<file path="src/rtl/cpo_pkg.sv">
// Shared types and codes for the convex polygon overlap test core.
// No dependencies; imported by the top level and the projection unit.
package cpo_pkg;

    typedef enum logic [1:0] {
        REQ_VERT_A = 2'd0,
        REQ_VERT_B = 2'd1,
        REQ_EVAL   = 2'd2,
        REQ_NONE   = 2'd3
    } req_t;

    // Sample control that travels with each vertex into the projection unit.
    typedef struct packed {
        logic valid;
        logic tag;     // 0: first polygon, 1: second polygon
        logic first;   // first vertex of this polygon on this axis
    } proj_ctl_t;

endpackage

</file>
<file path="src/rtl/cpo_cell.sv">
// One vertex cell of a rotating vertex chain.
// No dependencies.
module cpo_cell #(
    parameter int W = 32
) (
    input  logic         aclk,
    input  logic         shift_en,
    input  logic [W-1:0] d,
    output logic [W-1:0] q
);

    logic [W-1:0] q_reg;

    always_ff @(posedge aclk) begin
        if (shift_en) begin
            q_reg <= d;
        end
    end

    assign q = q_reg;

endmodule

</file>
<file path="src/rtl/cpo_chain.sv">
// Row of vertex cells: loads at the head, rotates the first cnt cells.
// Depends on cpo_cell.
module cpo_chain #(
    parameter int NV   = 16,
    parameter int W    = 32,
    parameter int CNTW = $clog2(NV + 1)
) (
    input  logic            aclk,
    input  logic            load_en,
    input  logic            rot_en,
    input  logic [W-1:0]    din,
    input  logic [CNTW-1:0] cnt,
    output logic [W-1:0]    head0,
    output logic [W-1:0]    head1
);

    localparam int IW = (NV > 1) ? $clog2(NV) : 1;

    logic [W-1:0]    d_arr [NV];
    logic [W-1:0]    q_arr [NV];
    logic [CNTW-1:0] tail_idx;

    assign tail_idx = cnt - CNTW'(1);

    // Head takes a new vertex on load, else the last occupied cell on rotate.
    assign d_arr[0] = load_en ? din : q_arr[tail_idx[IW-1:0]];

    for (genvar k = 0; k < NV; k++) begin : g_cell
        if (k > 0) begin : g_link
            assign d_arr[k] = q_arr[k-1];
        end
        cpo_cell #(.W(W)) u_cell (
            .aclk     (aclk),
            .shift_en (load_en | rot_en),
            .d        (d_arr[k]),
            .q        (q_arr[k])
        );
    end

    assign head0 = q_arr[0];
    assign head1 = q_arr[1];

endmodule

</file>
<file path="src/rtl/cpo_proj.sv">
// Pipelined projection unit: dot product of a vertex with an axis, then
// running min/max per polygon. Depends on cpo_pkg.
module cpo_proj
    import cpo_pkg::*;
#(
    parameter int CW = 16
) (
    input  logic                  aclk,
    input  logic                  aresetn,
    input  proj_ctl_t             ctl,
    input  logic signed [CW-1:0]  vx,
    input  logic signed [CW-1:0]  vy,
    input  logic signed [CW:0]    ax,
    input  logic signed [CW:0]    ay,
    output logic                  busy,
    output logic signed [2*CW+1:0] mn_a,
    output logic signed [2*CW+1:0] mx_a,
    output logic signed [2*CW+1:0] mn_b,
    output logic signed [2*CW+1:0] mx_b
);

    localparam int PW = 2 * CW + 1;
    localparam int SW = 2 * CW + 2;

    proj_ctl_t            ctl1_reg, ctl2_reg;
    logic signed [PW-1:0] px_reg, py_reg;
    logic signed [SW-1:0] sum_reg;
    logic signed [SW-1:0] mn_a_reg, mx_a_reg, mn_b_reg, mx_b_reg;

    always_ff @(posedge aclk) begin
        if (!aresetn) begin
            ctl1_reg <= '0;
            ctl2_reg <= '0;
        end else begin
            ctl1_reg <= ctl;
            ctl2_reg <= ctl1_reg;
        end
    end

    always_ff @(posedge aclk) begin
        px_reg  <= PW'(vx * ax);
        py_reg  <= PW'(vy * ay);
        sum_reg <= SW'(px_reg) + SW'(py_reg);
        if (ctl2_reg.valid) begin
            if (!ctl2_reg.tag) begin
                if (ctl2_reg.first || sum_reg < mn_a_reg) mn_a_reg <= sum_reg;
                if (ctl2_reg.first || sum_reg > mx_a_reg) mx_a_reg <= sum_reg;
            end else begin
                if (ctl2_reg.first || sum_reg < mn_b_reg) mn_b_reg <= sum_reg;
                if (ctl2_reg.first || sum_reg > mx_b_reg) mx_b_reg <= sum_reg;
            end
        end
    end

    assign busy = ctl1_reg.valid | ctl2_reg.valid;
    assign mn_a = mn_a_reg;
    assign mx_a = mx_a_reg;
    assign mn_b = mn_b_reg;
    assign mx_b = mx_b_reg;

endmodule

</file>
<file path="src/rtl/convex_polygon_overlap_test_core.sv">
// Convex polygon overlap test (2-D separating axis) over two vertex chains.
// An evaluate projects both polygons onto each edge normal in turn, using the single
// projection unit fed one vertex per cycle from the chains.
// Reset (aresetn low, synchronous) empties both polygons and clears the flag.
// Depends on cpo_pkg, cpo_chain, cpo_proj.
module convex_polygon_overlap_test_core
    import cpo_pkg::*;
#(
    parameter int MAX_VERTS  = 16,
    parameter int COORD_BITS = 16
) (
    input  logic aclk,
    input  logic aresetn,
    input  logic s_tvalid,
    output logic s_tready,
    // [1:0] req_type, then vert_x, then vert_y, zero padded to bytes
    input  logic [((2*COORD_BITS+2+7)/8)*8-1:0] s_tdata,
    output logic m_tvalid,
    input  logic m_tready,
    // [0] collide, [1] overflowed, zero padded
    output logic [7:0] m_tdata
);

    localparam int CW   = COORD_BITS;
    localparam int VW   = 2 * CW;
    localparam int CNTW = $clog2(MAX_VERTS + 1);
    localparam int SW   = 2 * CW + 2;

    typedef enum logic [2:0] {
        ST_IDLE, ST_AXIS, ST_PROJ_A, ST_PROJ_B, ST_WAIT, ST_CHECK, ST_OUT
    } state_t;

    state_t              state_reg;
    logic [CNTW-1:0]     cnt_a_reg, cnt_b_reg, edge_reg, vcnt_reg;
    logic                drop_reg, poly_reg, hit_reg;
    logic [1:0]          wait_reg;
    logic signed [CW:0]  ax_reg, ay_reg;
    logic                m_tvalid_reg, m_collide_reg, m_ovf_reg;

    logic                s_acc;
    req_t                req;
    logic [VW-1:0]       din;
    logic                load_a, load_b, rot_a, rot_b;
    logic [VW-1:0]       a_h0, a_h1, b_h0, b_h1;
    logic [VW-1:0]       p_h0, p_h1, p_nxt, feed;
    logic [CNTW-1:0]     p_cnt;
    logic signed [CW:0]  ax_next, ay_next;
    proj_ctl_t           pctl;
    logic                proj_busy;
    logic signed [SW-1:0] mn_a, mx_a, mn_b, mx_b;
    logic                overlap;

    assign s_tready = (state_reg == ST_IDLE);
    assign s_acc    = s_tvalid && s_tready;
    assign req      = req_t'(s_tdata[1:0]);
    assign din      = s_tdata[VW+1:2];

    assign load_a = s_acc && req == REQ_VERT_A && cnt_a_reg != CNTW'(MAX_VERTS);
    assign load_b = s_acc && req == REQ_VERT_B && cnt_b_reg != CNTW'(MAX_VERTS);
    // Projection rotates a chain once fully; the edge chain also steps once per axis.
    assign rot_a = state_reg == ST_PROJ_A || (state_reg == ST_CHECK && !poly_reg);
    assign rot_b = state_reg == ST_PROJ_B || (state_reg == ST_CHECK && poly_reg);

    cpo_chain #(.NV(MAX_VERTS), .W(VW), .CNTW(CNTW)) u_chain_a (
        .aclk(aclk), .load_en(load_a), .rot_en(rot_a), .din(din),
        .cnt(cnt_a_reg), .head0(a_h0), .head1(a_h1)
    );

    cpo_chain #(.NV(MAX_VERTS), .W(VW), .CNTW(CNTW)) u_chain_b (
        .aclk(aclk), .load_en(load_b), .rot_en(rot_b), .din(din),
        .cnt(cnt_b_reg), .head0(b_h0), .head1(b_h1)
    );

    // Edge from head to its neighbor; a single vertex pairs with itself.
    assign p_h0  = poly_reg ? b_h0 : a_h0;
    assign p_h1  = poly_reg ? b_h1 : a_h1;
    assign p_cnt = poly_reg ? cnt_b_reg : cnt_a_reg;
    assign p_nxt = (p_cnt > CNTW'(1)) ? p_h1 : p_h0;

    assign ax_next = (CW+1)'($signed(p_h0[VW-1:CW])) - (CW+1)'($signed(p_nxt[VW-1:CW]));
    assign ay_next = (CW+1)'($signed(p_nxt[CW-1:0])) - (CW+1)'($signed(p_h0[CW-1:0]));

    assign feed        = (state_reg == ST_PROJ_B) ? b_h0 : a_h0;
    assign pctl.valid  = state_reg == ST_PROJ_A || state_reg == ST_PROJ_B;
    assign pctl.tag    = state_reg == ST_PROJ_B;
    assign pctl.first  = vcnt_reg == '0;

    cpo_proj #(.CW(CW)) u_proj (
        .aclk(aclk), .aresetn(aresetn), .ctl(pctl),
        .vx($signed(feed[CW-1:0])), .vy($signed(feed[VW-1:CW])),
        .ax(ax_reg), .ay(ay_reg), .busy(proj_busy),
        .mn_a(mn_a), .mx_a(mx_a), .mn_b(mn_b), .mx_b(mx_b)
    );

    assign overlap = (mx_b >= mn_a) && (mx_a >= mn_b);

    always_ff @(posedge aclk) begin
        if (!aresetn) begin
            state_reg    <= ST_IDLE;
            cnt_a_reg    <= '0;
            cnt_b_reg    <= '0;
            drop_reg     <= 1'b0;
            poly_reg     <= 1'b0;
            edge_reg     <= '0;
            vcnt_reg     <= '0;
            wait_reg     <= '0;
            hit_reg      <= 1'b0;
            m_tvalid_reg <= 1'b0;
        end else begin
            if (m_tvalid_reg && m_tready) begin
                m_tvalid_reg <= 1'b0;
            end
            case (state_reg)
                ST_IDLE: begin
                    if (s_acc) begin
                        case (req)
                            REQ_VERT_A: begin
                                if (load_a) cnt_a_reg <= cnt_a_reg + CNTW'(1);
                                else        drop_reg  <= 1'b1;
                            end
                            REQ_VERT_B: begin
                                if (load_b) cnt_b_reg <= cnt_b_reg + CNTW'(1);
                                else        drop_reg  <= 1'b1;
                            end
                            REQ_EVAL: begin
                                poly_reg <= 1'b0;
                                edge_reg <= '0;
                                if (cnt_a_reg == '0 || cnt_b_reg == '0) begin
                                    hit_reg   <= cnt_a_reg == '0 && cnt_b_reg == '0;
                                    state_reg <= ST_OUT;
                                end else begin
                                    state_reg <= ST_AXIS;
                                end
                            end
                            default: ;
                        endcase
                    end
                end
                ST_AXIS: begin
                    ax_reg   <= ax_next;
                    ay_reg   <= ay_next;
                    vcnt_reg <= '0;
                    if (ax_next == '0 && ay_next == '0) begin
                        hit_reg   <= 1'b0;
                        state_reg <= ST_OUT;
                    end else begin
                        state_reg <= ST_PROJ_A;
                    end
                end
                ST_PROJ_A: begin
                    if (vcnt_reg == cnt_a_reg - CNTW'(1)) begin
                        vcnt_reg  <= '0;
                        state_reg <= ST_PROJ_B;
                    end else begin
                        vcnt_reg <= vcnt_reg + CNTW'(1);
                    end
                end
                ST_PROJ_B: begin
                    if (vcnt_reg == cnt_b_reg - CNTW'(1)) begin
                        wait_reg  <= 2'd2;
                        state_reg <= ST_WAIT;
                    end else begin
                        vcnt_reg <= vcnt_reg + CNTW'(1);
                    end
                end
                ST_WAIT: begin
                    // hold until the last sample has reached min/max
                    wait_reg <= wait_reg - 2'd1;
                    if (wait_reg == 2'd1) state_reg <= ST_CHECK;
                end
                ST_CHECK: begin
                    if (!overlap) begin
                        hit_reg   <= 1'b0;
                        state_reg <= ST_OUT;
                    end else if (edge_reg == p_cnt - CNTW'(1)) begin
                        if (!poly_reg) begin
                            poly_reg  <= 1'b1;
                            edge_reg  <= '0;
                            state_reg <= ST_AXIS;
                        end else begin
                            hit_reg   <= 1'b1;
                            state_reg <= ST_OUT;
                        end
                    end else begin
                        edge_reg  <= edge_reg + CNTW'(1);
                        state_reg <= ST_AXIS;
                    end
                end
                ST_OUT: begin
                    if (!m_tvalid_reg || m_tready) begin
                        m_tvalid_reg  <= 1'b1;
                        m_collide_reg <= hit_reg;
                        m_ovf_reg     <= drop_reg;
                        cnt_a_reg     <= '0;
                        cnt_b_reg     <= '0;
                        drop_reg      <= 1'b0;
                        state_reg     <= ST_IDLE;
                    end
                end
                default: state_reg <= ST_IDLE;
            endcase
        end
    end

    assign m_tvalid = m_tvalid_reg;
    assign m_tdata  = {6'd0, m_ovf_reg, m_collide_reg};

`ifndef SYNTHESIS
    a_cnt_bound: assert property (@(posedge aclk) disable iff (!aresetn)
        cnt_a_reg <= CNTW'(MAX_VERTS) && cnt_b_reg <= CNTW'(MAX_VERTS))
        else $error("vertex count beyond capacity");

    a_idle_no_feed: assert property (@(posedge aclk) disable iff (!aresetn)
        state_reg == ST_IDLE |-> !pctl.valid)
        else $error("projection fed while idle");

    a_check_drained: assert property (@(posedge aclk) disable iff (!aresetn)
        state_reg == ST_CHECK |-> !proj_busy)
        else $error("interval check before projection drained");

    a_clear_on_result: assert property (@(posedge aclk) disable iff (!aresetn)
        $rose(m_tvalid_reg) |-> cnt_a_reg == '0 && cnt_b_reg == '0 && !drop_reg)
        else $error("stores not cleared with result");
`endif

endmodule

</file>
<file path="config.mk">
export PLATFORM = sky130hd
export DESIGN_NAME = convex_polygon_overlap_test_core
export DESIGN_NICKNAME = d
export VERILOG_FILES = /design/src/rtl/cpo_pkg.sv /design/src/rtl/cpo_cell.sv /design/src/rtl/cpo_chain.sv /design/src/rtl/cpo_proj.sv /design/src/rtl/convex_polygon_overlap_test_core.sv
export SDC_FILE = /design/constraint.sdc
export NUM_CORES = 2
export LEC_CHECK = 0
export ABC_AREA = 1
export BUFFER_PORTS_ARGS = -buffer_cell sky130_fd_sc_hd__clkbuf_2
export CAP_MARGIN = 20
export CORE_UTILIZATION = 45
export CTS_BUF_LIST = sky130_fd_sc_hd__clkbuf_4 sky130_fd_sc_hd__clkbuf_8
export DETAILED_ROUTE_END_ITERATION = 10
export PLACE_DENSITY = 0.71
export SYNTH_ARGS = -nofsm -noshare
export SYNTH_HDL_FRONTEND = slang
export SYNTH_SLANG_ARGS = --single-unit
</file>
<file path="constraint.sdc">
create_clock -name aclk -period 29.7 [get_ports aclk]
set_clock_uncertainty 0.2 [all_clocks]
set_input_delay 2.97 -clock aclk [delete_from_list [all_inputs] [get_ports aclk]]
set_output_delay 2.97 -clock aclk [all_outputs]
set_load 0.005 [all_outputs]
</file>
* Yosys cells after proc, flatten, opt, wreduce, memory -nomap -nowiden
Index checks and enable logic that the tools add are counted.
** Cells by class
- Add/subtract/negate cells :: 11
- Reductions and logical operators :: 49
- Order comparisons :: 9
- Equal/unequal tests :: 35
- Multiplexer cells :: 67
- Bitwise logic cells :: 5
- Multiply operators :: 2
** Operator list (number)
- two-way mux 32 bit :: 10
- binary-select mux 32 bit (select 4 bit) :: 2
- two-way mux 5 bit :: 15
- greater-or-equal comparator 34 bit :: 2
- > comparator 34 bit :: 2
- less-than comparator 34 bit :: 2
- multiplier 16 x 17 -> 33 bit :: 2
- adder 33 x 33 -> 34 bit :: 1
- logical NOT 17 bit :: 2
- subtractor 16 x 16 -> 17 bit :: 2
- two-way mux 3 bit :: 11
- case mux 5 bit (2 select lines) :: 3
- case mux 3 bit (7 select lines) :: 1
- adder 5 x 1 -> 5 bit (second input constant) :: 4
- AND reduction 5 bit :: 4
- two-way mux 1 bit :: 18
- != test 2 x 1 -> 1 bit (second input constant) :: 9
- equality test 5 bit :: 3
- logical NOT 5 bit :: 3
- case mux 5 bit (3 select lines) :: 1
- AND reduction 3 bit :: 5
- subtractor 5 x 1 -> 5 bit (second input constant) :: 3
- != test 2 bit (second input constant) :: 6
- != test 3 bit (second input constant) :: 4
- other kinds (28) :: 63
** Storage, ports and cells
- Bits in registers :: 1331
- Word-level logic and storage cells :: 237
- Output and inout bits :: 10
- Input port bits :: 44

* Depth between registers and ports, before layout
- Word-level depth :: 8
- Gate-level depth with buffers :: 34
- Mapped depth without buffers :: 32

* Modules after synthesis
Synthesis repeated with hierarchy kept, for this count alone.
** Second synthesis, totals
- Cells, all modules :: 9066
- Area total of the unflattened synthesis :: 84746.3 sq um
** By module, submodules not included
- cpo_proj :: sequential area each 6206.0 sq um, area an instance 33762.4 sq um, times used 1, cells an instance 4020
- cpo_cell :: sequential area each 960.9 sq um, area an instance 960.9 sq um, times used 32, cells an instance 32
- cpo_chain :: sequential area each 0.0 sq um, area an instance 5701.7 sq um, times used 2, cells an instance 1279
- convex_polygon_overlap_test_core :: sequential area each 1661.6 sq um, area an instance 8831.0 sq um, times used 1, cells an instance 1464

* Worst setup path after synthesis
OpenSTA, ideal clock, no wires.
- Path kind :: input to register
- Start point :: in s_tvalid
- End point :: reg u_chain_a.g_cell[10].u_cell.q_reg[0], enable pin
- Required time :: 26.037 ns
- Library setup time :: 3.463 ns
- Path buffers :: 2
- Cell stages on the path :: 6
- Path slack :: 14.460 ns
- Arrival time :: 11.577 ns
- Cell sequence :: nand2_1 inv_2 o2111ai_2 clkbuf_1 clkbuf_1 nand2_1
** Between the ends
- Word-level cells in the longest chain between the ends :: 4
** Ends and longest elaborated chain
- from (decl) :: line convex_polygon_overlap_test_core.sv:14 : input logic s_tvalid,
- logical AND 1 bit :: line convex_polygon_overlap_test_core.sv:54 : assign s_acc = s_tvalid && s_tready;
- logical AND 1 bit (2 in a row) :: line convex_polygon_overlap_test_core.sv:58 : assign load_a = s_acc && req == REQ_VERT_A && cnt_a_reg != CNTW'(MAX_VERTS);
- bitwise OR 1 bit
- named net u_chain_a.g_cell[0].u_cell.shift_en :: line cpo_cell.sv:7 : input logic shift_en,
- to (signal assigned) :: line cpo_cell.sv:16 : q_reg <= d;
- to (decl) :: line cpo_cell.sv:12 : logic [W-1:0] q_reg;
The timed path passes the listed nets, and every way through them passes these cells.
A chain may end at the register's enable or synchronous reset.

* Worst setup path after layout
- Start point :: reg state_reg[1]
- End point :: reg u_proj.py_reg[32]
** Between the ends
- Word-level cells in the longest chain between the ends :: 3
** Ends and longest elaborated chain
- from (decl) :: line convex_polygon_overlap_test_core.sv:33 : state_t state_reg;
- from (signal assigned) :: line convex_polygon_overlap_test_core.sv:99 : state_reg <= ST_IDLE;
- from (signal assigned) :: line convex_polygon_overlap_test_core.sv:130 : state_reg <= ST_OUT;
- from (signal assigned) :: line convex_polygon_overlap_test_core.sv:132 : state_reg <= ST_AXIS;
- equality test 3 x 2 -> 1 bit :: line convex_polygon_overlap_test_core.sv:83 : assign feed = (state_reg == ST_PROJ_B) ? b_h0 : a_h0;
- two-way mux 32 bit :: line convex_polygon_overlap_test_core.sv:83
- multiplier 16 x 17 -> 33 bit :: line cpo_proj.sv:42 : py_reg <= PW'(vy * ay);
- to (signal assigned) :: line cpo_proj.sv:42
- to (decl) :: line cpo_proj.sv:26 : logic signed [PW-1:0] px_reg, py_reg;
No other way between the ends.

==> flow_summary.toml <==
[drt]
vias = 55400
drc_errors = 0
routed.top_layer = "met4"
drtAntennaViolNets = 0
first_iter_violations = 5168
wl_per_cell_um = 21.8
wl_met1_mm = 85.9
firstDrtPassIters = 6
wl_met2_mm = 99.2
avgViaCountPerCell = 5.61
routed_wl_mm = 215
route.met3.wl_mm = 16.6

[place]
gp_congestion = 0.960
portBuffers = 41
dp_hpwl_mm = 151

[critical_path]
crit_fanout = 43
crit_top_cell = "fa_1"
end_kind = "register"
arrival_ns = 9.07
critPathRequiredTime_ns = 30.28
path_class = "register to register"
cp_slowest_stage_delay_ns = 0.97
cp-start-kind = "register"
slowest_stage = "o21ai_1"

[synth]
synth_top_area_share_pct = 45.7
synth_ff_type = "edfxtp_1"
synth_area_leaders = "edfxtp_1, fa_1, ha_1"
synth_largest_area_cell = "edfxtp_1"
avgSynthCellArea_um2 = 10.7
synth-edff-count = 1196
ys_seq_area_share_pct = 49.1
synth-seq-cells = 1331
syn_area_um2 = 78600
synthCells = 7339
synth_cell_types = 65
yosys_warnings = 0
async_flop_share_pct = 0

[sta]
worst-slew-pin-transition_ns = 1.26
finalSetupTns_ns = 0
hold_violations = 0
max_freq_mhz = 118
slew_violations = 0
finalSetupViolCount = 0
rsz0062_at_grt = "false"
period_minus_slack_ns = 8.49
fin_crit_sh_pct = 28.6
slew_headroom_pct = 16.0

[clock_network]
cts_htree_levels = 4
cts_tree = "done"
insertion_delay_ns = 0.98
clk_pin_slew_ns = 0.06
cts.sinks = 1331
clock_path_buffers = 3
cts_root_buf = "clkbuf_8"
cts_buffers = 201
hold_buffers = 0
cts_resized = 0
post_cts.repair.setup_buffers = 0

[floorplanning]
start_util_pct = 45.3
die_y_um = 420
dieArea_um2 = 176000
rows = 153
coreArea_um2 = 174000
io_pins = 54
die_w_um = 420

[global_route]
grt_usage_pct = 24.5
grt_max_degree = 219
grt_overflow = 0
grt_pass1_vias = 55600
antenna_found_initial = 4
grt_pass1_wl_mm = 328

[run]
cap_viol_max_count = 0

[final_layout]
final_nets = 8411
multi_input_area_um2 = 34700
drive_gt1_share_pct = 6.77
final_cell_mix = "edfxtp_1, inv_1, nand2_1"
register_area_um2 = 38600
area_delta_synth_final_pct = 8.68
fill_cells = 15600
final_common_cell = "edfxtp_1"

[run_status]
status = "finished, final reports clean"

[worst_hold_path]
hp-class = "register to register"
worst paths after layout:
check                                                   from                                          to  slack (ns)  cells after the start
setup / recovery                   state_reg[1]$_SDFFE_PN0P_                   u_proj.py_reg[32]$_DFF_P_       21.21                     26
hold / removal    u_chain_b.g_cell[11].u_cell.q[9]$_DFFE_PP_  u_chain_b.g_cell[12].u_cell.q[9]$_DFFE_PP_        0.21                      0
setup reg to reg                   state_reg[1]$_SDFFE_PN0P_                   u_proj.py_reg[32]$_DFF_P_       21.21                     26
hold reg to reg   u_chain_b.g_cell[11].u_cell.q[9]$_DFFE_PP_  u_chain_b.g_cell[12].u_cell.q[9]$_DFFE_PP_        0.21                      0
worst max-delay path: cells and delay by family (launching register included):
kind	cells	cell delay [ns]
AO/OA/AOI/OAI	3	1.27
AND/OR/NAND/NOR	8	1.18
adder cells (fa/ha/maj)	7	3.33
flip-flops	1	0.42
buffers and inverters	7	1.68
XOR/XNOR	1	0.18
through the flow:
stage / utilization [%] / cells / worst slack (ns) / hold WS (ns) / instance area, um^2
4_1_cts: 49.2 / 9858 / 21.38 / 0.199 / 85400
2_1_floorplan: - / 7344 / 14.46 / 0.190 / 78600
6_report: 49.2 / 9862 / 21.21 / 0.213 / 85500
3_3_place_gp: 46.8 / 9487 / 21.49 / 0.224 / 81300
5_1_grt: 49.2 / 9860 / 20.78 / 0.223 / 85400
3_5_place_dp: 46.8 / 9489 / 21.44 / 0.227 / 81300
Yosys cell counts, types with 4 or more instances:
cell       count
xnor2_1       51
nor4_1         7
nor2_1       845
buf_4          9
a21oi_1      291
buf_1         37
clkinv_1      22
o211ai_1      97
o21ai_2        8
o21bai_1       8
a21oi_2        4
o21ai_1       22
a21boi_1       4
o21ai_0      521
a211oi_1      11
o22ai_1       27
nand3_1      191
a21boi_0       4
o221ai_1      12
a221oi_1     145
a221o_1       20
nor3_1        48
fa_1         555
inv_1       1120
nand3b_1      12
ha_1         445
o21a_1        18
edfxtp_1    1196
xor2_1        81
clkbuf_1     191
or2_2         13
o2111ai_1     20
nand2_1      917
mux2i_1       11
inv_2         12
buf_2         44
dfxtp_1      135
a31oi_1       86
a21o_1        10
nand4_1       47
area by class of cell:
type,count,area share (%)
Inverter,1154,5.08
Clock inverter,92,0.807
Antenna cell,4,0.0117
Timing Repair Buffer,102,0.873
Multi-Input combinational cell,4577,40.6
Clock buffer,277,3.99
Tap cell,2325,3.40
Sequential cell,1331,45.2
routing by layer:
layer	track usage [%]	vias up
met5	0	-
met2	38.5	2516
met1	31.9	27500
met4	13.9	0
li1	-	24900
met3	4.25	453
cells by family after synthesis:
logic type / Yosys count / synth area share [%]
xor gates and xnor gates: 135 / 1.53
AOI/OAI and AO/OA: 1321 / 10.2
muxes: 11 / 0.140
other: 1 / 0.00477
DFF: 1331 / 49.1
adders and majority gates: 1000 / 21.2
and+or+nand+nor: 2104 / 10.8
buffers and inverters: 1436 / 6.98
Power is left out: the tool's default activity adds up to more than one toggle a clock period on the data nets, which glitch-free logic cannot reach.
